## config.mk

```make
export PLATFORM = sky130hd
export DESIGN_NAME = aet_cmp
export DESIGN_NICKNAME = d
export VERILOG_FILES = /design/src/hw/rtl/aet_pkg.sv /design/src/hw/rtl/aet_cmp.sv
export SDC_FILE = /design/constraint.sdc
export NUM_CORES = 1
export LEC_CHECK = 0
export BUFFER_PORTS_ARGS = -buffer_cell sky130_fd_sc_hd__buf_4
export CAP_MARGIN = 20
export CORE_AREA = 2 2 87 89
export DETAILED_ROUTE_END_ITERATION = 10
export DIE_AREA = 0 0 89 91
export GPL_TIMING_DRIVEN = 0
export REMOVE_ABC_BUFFERS = 1
export SLEW_MARGIN = 0
export SYNTH_ARGS = -nofsm -noshare
export SYNTH_HDL_FRONTEND = slang
export SYNTH_SLANG_ARGS = --single-unit
```

## constraint.sdc

```tcl
create_clock -name vclk -period 3.6
set_input_delay 0.54 -clock vclk [all_inputs]
set_output_delay 0.54 -clock vclk [all_outputs]
set_load 0.02 [all_outputs]
```

## src/hw/rtl/aet_pkg.sv

```systemverilog
// Shared types and codes for the active edge table.
// Depends on nothing; aet_cmp, the top and the bench import it.
package aet_pkg;

	// One edge record, Q16.16 signed fields, front field in the top bits.
	typedef struct packed {
		logic signed [31:0] ymax;
		logic signed [31:0] xmin;
		logic signed [31:0] inv_slope;
		logic signed [31:0] dx;
		logic signed [31:0] dy;
	} edge_rec_t;

	localparam int RecWidth = $bits(edge_rec_t);

	// Request opcodes.
	localparam logic [1:0] OP_ADD   = 2'd0;
	localparam logic [1:0] OP_SORT  = 2'd1;
	localparam logic [1:0] OP_PURGE = 2'd2;
	localparam logic [1:0] OP_READ  = 2'd3;

	// Result status codes.
	localparam logic [1:0] ST_OK    = 2'd0;
	localparam logic [1:0] ST_FULL  = 2'd1;
	localparam logic [1:0] ST_RANGE = 2'd2;

	// Operand selection of the shared comparator.
	typedef enum logic {
		CMP_PURGE,
		CMP_SORT
	} cmp_sel_t;

endpackage

```

## src/hw/rtl/aet_cmp.sv

```systemverilog
// Shared signed comparator of the active edge table: purge and sort tests.
// Depends on aet_pkg for the record type and operand select codes.
module aet_cmp (
	input  aet_pkg::cmp_sel_t  sel,
	input  aet_pkg::edge_rec_t rec,
	input  logic signed [31:0] key,
	input  logic signed [31:0] limit,
	output logic               gt
);
	import aet_pkg::*;

	logic signed [31:0] lhs;
	logic signed [31:0] rhs;

	// Purge keeps a record whose ymax is above the scanline limit.
	// Sort shifts a record whose xmin is below the held key.
	always_comb begin
		unique case (sel)
			CMP_PURGE: begin
				lhs = rec.ymax;
				rhs = limit;
			end
			CMP_SORT: begin
				lhs = key;
				rhs = rec.xmin;
			end
			default: begin
				lhs = rec.ymax;
				rhs = limit;
			end
		endcase
	end

	assign gt = lhs > rhs;

endmodule

```

=== Yosys cells after proc, flatten, opt, wreduce, memory -nomap -nowiden ===
Cells that the tools add are included.

* Order comparisons: 1
* Multiplexer cells: 2
* Bitwise logic cells: 1

{| class="wikitable"
|+ Operators with widths
! kind !! number
|-
| one-hot mux 32 bit (2 select lines) || 2
|-
| greater-than comparator 32 bit || 1
|-
| NOT 1 bit || 1
|}

* Register bits: 0
* Input port bits: 225
* Output and inout bits: 1
* Logic and storage cells: 4

=== Depth between registers and ports, before layout ===
Gate-level depths: netlist (run 1).

* Depth in word-level cells: 3
* Mapped depth: 10
* Gate-level depth less buffers: 8

=== Least setup slack after synthesis (run 1) ===
OpenSTA, ideal clock, no wires.

* Path kind: input -> output
* Start: input sel
* End: output gt
* Arrival time: 3.042 ns
* Data required time: 3.060 ns
* Path slack: 0.018 ns
* Cell stages on the path: 10
* Buffers on the path: 2
* Cell sequence: buf_2 > buf_1 > mux2_2 > ha_1 > nand4_1 > nor4_1 > a21boi_1 > o31ai_1 > o2111ai_1 > mux2i_1

* Longest elaborated chain between the ends: 3
* Elaborated cells between the ends (all ways): 4
* Classes of those cells: order compare (1); mux (2); bitwise (1)

{| class="wikitable"
|+ Ends and longest elaborated chain
! item !! RTL line !! source
|-
| start, declared || aet_cmp.sv:4 || <nowiki>input aet_pkg::cmp_sel_t sel,</nowiki>
|-
| NOT 1 bit || aet_cmp.sv:18 || <nowiki>unique case (sel)</nowiki>
|-
| one-hot mux 32 bit (2 select lines) || aet_cmp.sv:18 ||
|-
| greater-than comparator 32 bit * || aet_cmp.sv:34 || <nowiki>assign gt = lhs > rhs;</nowiki>
|-
| end, declared || aet_cmp.sv:8 || <nowiki>output logic gt</nowiki>
|}

Mark *: on every way between the ends. The rest lies on a longest branch, timed or not.

=== Final worst setup path (run 1) ===
Ends and elaborated chain as after synthesis.

==> results of run 1 <==
timing repair:
action	in CTS	in global routing
buffers inserted	0	1
cloned	1	0
gates resized for setup	5	3
setup endpoints to repair	1	1
pin swaps	0	1
layout make-up:
class,instances,area share (%)
Timing Repair Buffer,132,40.61
Multi-Input combinational cell,145,54.54
Tap cell,99,4.855
kinds of logic after synthesis:
| group | count (synthesis) | share of synthesized area, % |
|---|---|---|
| AOI/OAI and AO/OA | 26 | 11.65 |
| adders and majority gates | 32 | 28.67 |
| muxes | 65 | 49.46 |
| buffers and inverters | 7 | 2.240 |
| and+or+nand+nor | 22 | 7.974 |
path summary, 6_finish.rpt:
kind	from	end	slack, ps	cells past startpoint
max	sel	gt	230	10
min	key[31]	gt	1720	5
stage by stage:
| step | hold WS [ps] | setup TNS [ps] |
|---|---|---|
| floorplan | 1527 | 0 |
| global placement | 1715 | -447.8 |
| global route | 1783 | 0 |
| CTS | 1732 | 0 |
| detailed placement | 1731 | -456.0 |
| finish | 1725 | 0 |
power breakdown:
group          leakage [nW]  total, W  switching [W]  internal [W]
Sequential                0         0              0             0
Combinational          1.32  0.000305       0.000115      0.000190
Clock                     0         0              0             0
Total                  1.32  0.000305       0.000115      0.000190
per-layer routing:
layer	global-route usage, %	wire, um
met1	12.47	1791
met2	19.53	2203
met3	1.455	489
met4	0.7463	29
met5	0	0
cells in the final DEF (no fill, tap or decap), types with 4 or more instances in the layout:
master / netlist / layout
nand4_1: 7 / 7
buf_4: 0 / 130
a21oi_1: 11 / 11
o21ai_0: 4 / 4
mux2_2: 32 / 32
ha_1: 32 / 32
nand2_1: 6 / 6
a21o_1: 4 / 4
mux2i_1: 33 / 33
==> run_results.csv, run 1 <==
group,metric,value,unit
status,status,"complete, no violations",
yosys,synthesis.area,1396,sq um
power_and_ir_drop,p_leak,1.321,nW
die,coreArea,7137,sq um
place,gp_congestion,0.6719,
critical_path,worstPathCellList,"buf_16 > mux2_2 > ha_1 > nand4_1 > nor2_1 > a221o_1 > o31ai_2 > o2111ai_1 > mux2i_1 > buf_4",
yosys,synthTopCellsByCount,"mux2i_1, ha_1, mux2_2, a21oi_1, nand4_1",
global_route,grt_max_degree,33,
place,port_buffers,130,
sta,finalCritPeriodShare,93.70,%
detailed_routing,ant_nets,0,
yosys,synthDistinctLibCells,21,
global_route,gr-total-overflow,0,
die,num_io_pins,226,
power_and_ir_drop,power_density,119.5,nW/um^2
yosys,yosys.cell_count.top_type,"mux2i_1",
worst_hold_path,min_path_type,"in -> out",
layout,area.growth.synth_to_final,82.71,%
sta,slew_viol_final,0,
layout,nFillCells,760,
layout,clkbuf_count,0,
sta,setup_violations,0,
clocking,ctsHoldBuffers,0,
sta,tightestPinTransition,349.8,ps
sta,rsz0062_at_grt,"false",
yosys,avgSynthCellArea,9.186,sq um
detailed_routing,via_per_inst,4.380,
global_route,antenna_found_initial,0,
layout,multi_input_area,1391,sq um
detailed_routing,drt_wl_total,4513,um
die,dieArea,8099,sq um
yosys,ys_seq_area_share,0,%
die,die_h,91,um
yosys,syn_inst,152,
critical_path,cp.buffers_inverters,2,
critical_path,cpPeakStageDelay,360,ps
layout,layout-drive-gt1-share,60.65,%
sta,fmax,0.2964,GHz
sta,hold_viol_final,0,
critical_path,crit_path_end_kind,"output pin",
critical_path,crit_fanout,32,
sta,fin_crit,3373,ps
detailed_routing,drt-initial-drc-count,14,
place,place_area,2465,sq um
layout,fin_area,2551,sq um
layout,instances_no_fill,376,
layout,fin_util,35.75,%
place,pre_cts_slack,-456.0,ps
place,dp_cells,374,
global_route,grt_pass1_vias,1663,
place,post-dp-hpwl,3795,um
layout,n_sequential_cell,0,
critical_path,crit_arrival,2830,ps
critical_path,path_delay_family,"compound AO/OA/AOI/OAI gates",
global_route,gr-usage-all-layers,10.29,%
sta,slew_headroom,76.48,%
critical_path,cpMaxStageDelayCell,"mux2_2",
yosys,yosys-top-cells-area,"ha_1, mux2_2, mux2i_1",
run,max-cap-violations,0,
sta,fin_ws,226.7,ps
detailed_routing,via_count,1647,
yosys,synth_area_leader_cell,"ha_1",
die,start_util,19.57,%
critical_path,crit_required,3060,ps
detailed_routing,drt_pass1_iterations,4,
detailed_routing,drc,0,
die,die_w,89,um
power_and_ir_drop,fin_total_pwr,0.0003049,W
yosys,netlist.area_leader.share,28.67,%
power_and_ir_drop,irDropWorstVdd,59.86,uV
die,rows,31,
critical_path,crit_path_start_kind,"input port",
yosys,ys_warn_count,0,
layout,regArea,0,sq um
detailed_routing,wl_per_cell,12.00,um
layout,antenna_cells,0,
critical_path,path_class,"in -> out",
layout,fin_nets,536,
global_route,grt_pass1_wl,6962,um
Note: power is estimated with default switching activity, not from simulation.
==> run 2, diff against run 1 <==
--- a/config.mk
+++ b/config.mk
@@ -5,7 +5,7 @@
 export SDC_FILE = /design/constraint.sdc
 export NUM_CORES = 1
 export LEC_CHECK = 0
-export BUFFER_PORTS_ARGS = -buffer_cell sky130_fd_sc_hd__buf_4
+export BUFFER_PORTS_ARGS = -buffer_cell sky130_fd_sc_hd__buf_2
 export CAP_MARGIN = 20
 export CORE_AREA = 2 2 87 89
 export DETAILED_ROUTE_END_ITERATION = 10
==> run 2 against run 1 <==
Effect of this change:
- via count down 3.6%
- non-clock buffer count down 1
- critical path depth down 1
- clock-buffer cell count unchanged
- worst setup slack better by 9.5 ps
- design area down 14%
- worst hold slack worse by 2.9 ps
- critical endpoint unchanged
- largest cell class unchanged
- largest power group unchanged
==> run_results.csv, run 2 (synthesized netlist as in run 1, its figures left out) <==
group,metric,value,unit
status,status,"complete, no violations",
critical_path,crit_path_end_kind,"output pin",
place,dp_cells,374,
die,die_h,91,um
power_and_ir_drop,p_clk_share,0,%
power_and_ir_drop,combinationalPowerShare,100.0,%
critical_path,cpMaxStageDelayCell,"nor4_1",
layout,n_sequential_cell,0,
layout,regArea,0,sq um
global_route,grt_pass1_wl,6506,um
detailed_routing,ant_nets,0,
power_and_ir_drop,irDropWorstVdd,54.95,uV
layout,layout_commonest_cell,"buf_2",
critical_path,worstPathCellList,"buf_16 > mux2_2 > ha_1 > nand4_1 > nor4_1 > o31ai_2 > o2111ai_1 > mux2i_1 > buf_2",
detailed_routing,drt_pass1_iterations,3,
worst_hold_path,min_path_type,"in -> out",
global_route,grt_max_degree,33,
detailed_routing,drt-initial-drc-count,6,
critical_path,crit_fanout,32,
sta,tightestPinTransition,541.7,ps
layout,fin_nets,535,
detailed_routing,via_count,1587,
clocking,ctsHoldBuffers,0,
global_route,grt_pass1_vias,1547,
place,gp_congestion,0.6415,
detailed_routing,via_per_inst,4.232,
critical_path,crit_path_start_kind,"input port",
power_and_ir_drop,internal_power,0.0001490,W
power_and_ir_drop,switching_share,42.79,%
critical_path,path_delay_family,"simple AND/OR/NAND/NOR gates",
worst_hold_path,min_delay_path_depth,5,
sta,slew_viol_final,0,
detailed_routing,wl_per_cell,11.05,um
power_and_ir_drop,fin_total_pwr,0.0002605,W
layout,layout_common_cells,"buf_2, mux2i_1, mux2_2, ha_1, a21oi_1",
die,coreArea,7137,sq um
power_and_ir_drop,p_leak,1.196,nW
global_route,gr-total-overflow,0,
sta,slew_headroom,63.55,%
critical_path,cp.buffers_inverters,2,
die,dieArea,8099,sq um
clocking,cts_setup_buffers,0,
layout,nFillCells,780,
sta,tns,0,ps
sta,fin_crit,3364,ps
power_and_ir_drop,p_seq_share,0,%
critical_path,crit_required,3060,ps
global_route,gr-usage-all-layers,9.578,%
layout,area.growth.synth_to_final,57.98,%
sta,setup_violations,0,
sta,hold_viol_final,0,
place,post-dp-hpwl,3535,um
sta,fmax,0.2973,GHz
layout,antenna_cells,0,
power_and_ir_drop,power.switching,0.0001115,W
die,die_w,89,um
layout,fin_util,30.91,%
detailed_routing,drc,0,
layout,clkbuf_count,0,
die,num_io_pins,226,
critical_path,cpPeakStageDelay,540,ps
worst_hold_path,holdCritStartpoint,"rec[159]",
layout,instances_no_fill,375,
die,start_util,19.57,%
critical_path,path_class,"in -> out",
power_and_ir_drop,power_density,118.1,nW/um^2
global_route,antenna_found_initial,0,
worst_hold_path,whs_endpoint,"gt",
place,port_buffers,130,
die,rows,31,
run,max-cap-violations,0,
sta,finalCritPeriodShare,93.44,%
sta,rsz0062_at_grt,"false",
critical_path,crit_arrival,2820,ps
detailed_routing,drt_wl_total,4143,um
layout,layout-drive-gt1-share,60.14,%
-- run 2: cell count changes in the layout (fill, tap and decap cells not counted), sizes merged --
cell and change:
buf -1
-- run 2: worst max-delay path by stage --
stage | startpoint | end | slack [ps] | depth (start not counted)
after CTS | sel | gt | 90 | 10
final | sel | gt | 240 | 9
after floorplan | sel | gt | 600 | 8
after global routing | sel | gt | 20 | 9
after global placement | sel | gt | -910 | 10
after detailed placement | sel | gt | -500 | 10
-- run 2: power by group through the flow --
| stage | clock network [W] | logic [W] | registers, W |
|---|---|---|---|
| finish | 0 | 0.000260 | 0 |
| global route | 0 | 0.000299 | 0 |
| CTS | 0 | 0.000267 | 0 |
| detailed placement | 0 | 0.000257 | 0 |
| global placement | 0 | 0.000254 | 0 |
| floorplan | 0 | 0.000144 | 0 |
-- run 2: routing by layer --
metal	vias to the layer above	wire length [um]	GRT usage, %
li1	852	-	-
met1	654	1804	12.19
met2	81	1973	18.28
met3	0	365	0.7273
met4	0	0	0
met5	-	0	0
-- run 2: timing repair --
item	in CTS	in global routing
endpoints found under the hold margin	0	0
pin swaps	0	1
setup endpoints to repair	1	1
gates resized for setup	5	1
gates cloned	1	0
-- run 2: per-stage QoR --
stage / hold WS (ps) / area (sq um) / setup WS [ps]
global route: 1768 / 2206 / 24.49
global placement: 1731 / 2140 / -905.3
detailed placement: 1735 / 2142 / -499.7
finish: 1722 / 2206 / 236.2
CTS: 1736 / 2201 / 93.26
floorplan: 1527 / 1365 / 595.9
-- run 2: cell type report --
cell class	instances	area, sq um	share of cell area [%]
Multi-Input combinational cell	145	1376	62.39
Timing Repair Buffer	131	705.7	31.99
Tap cell	99	123.9	5.615
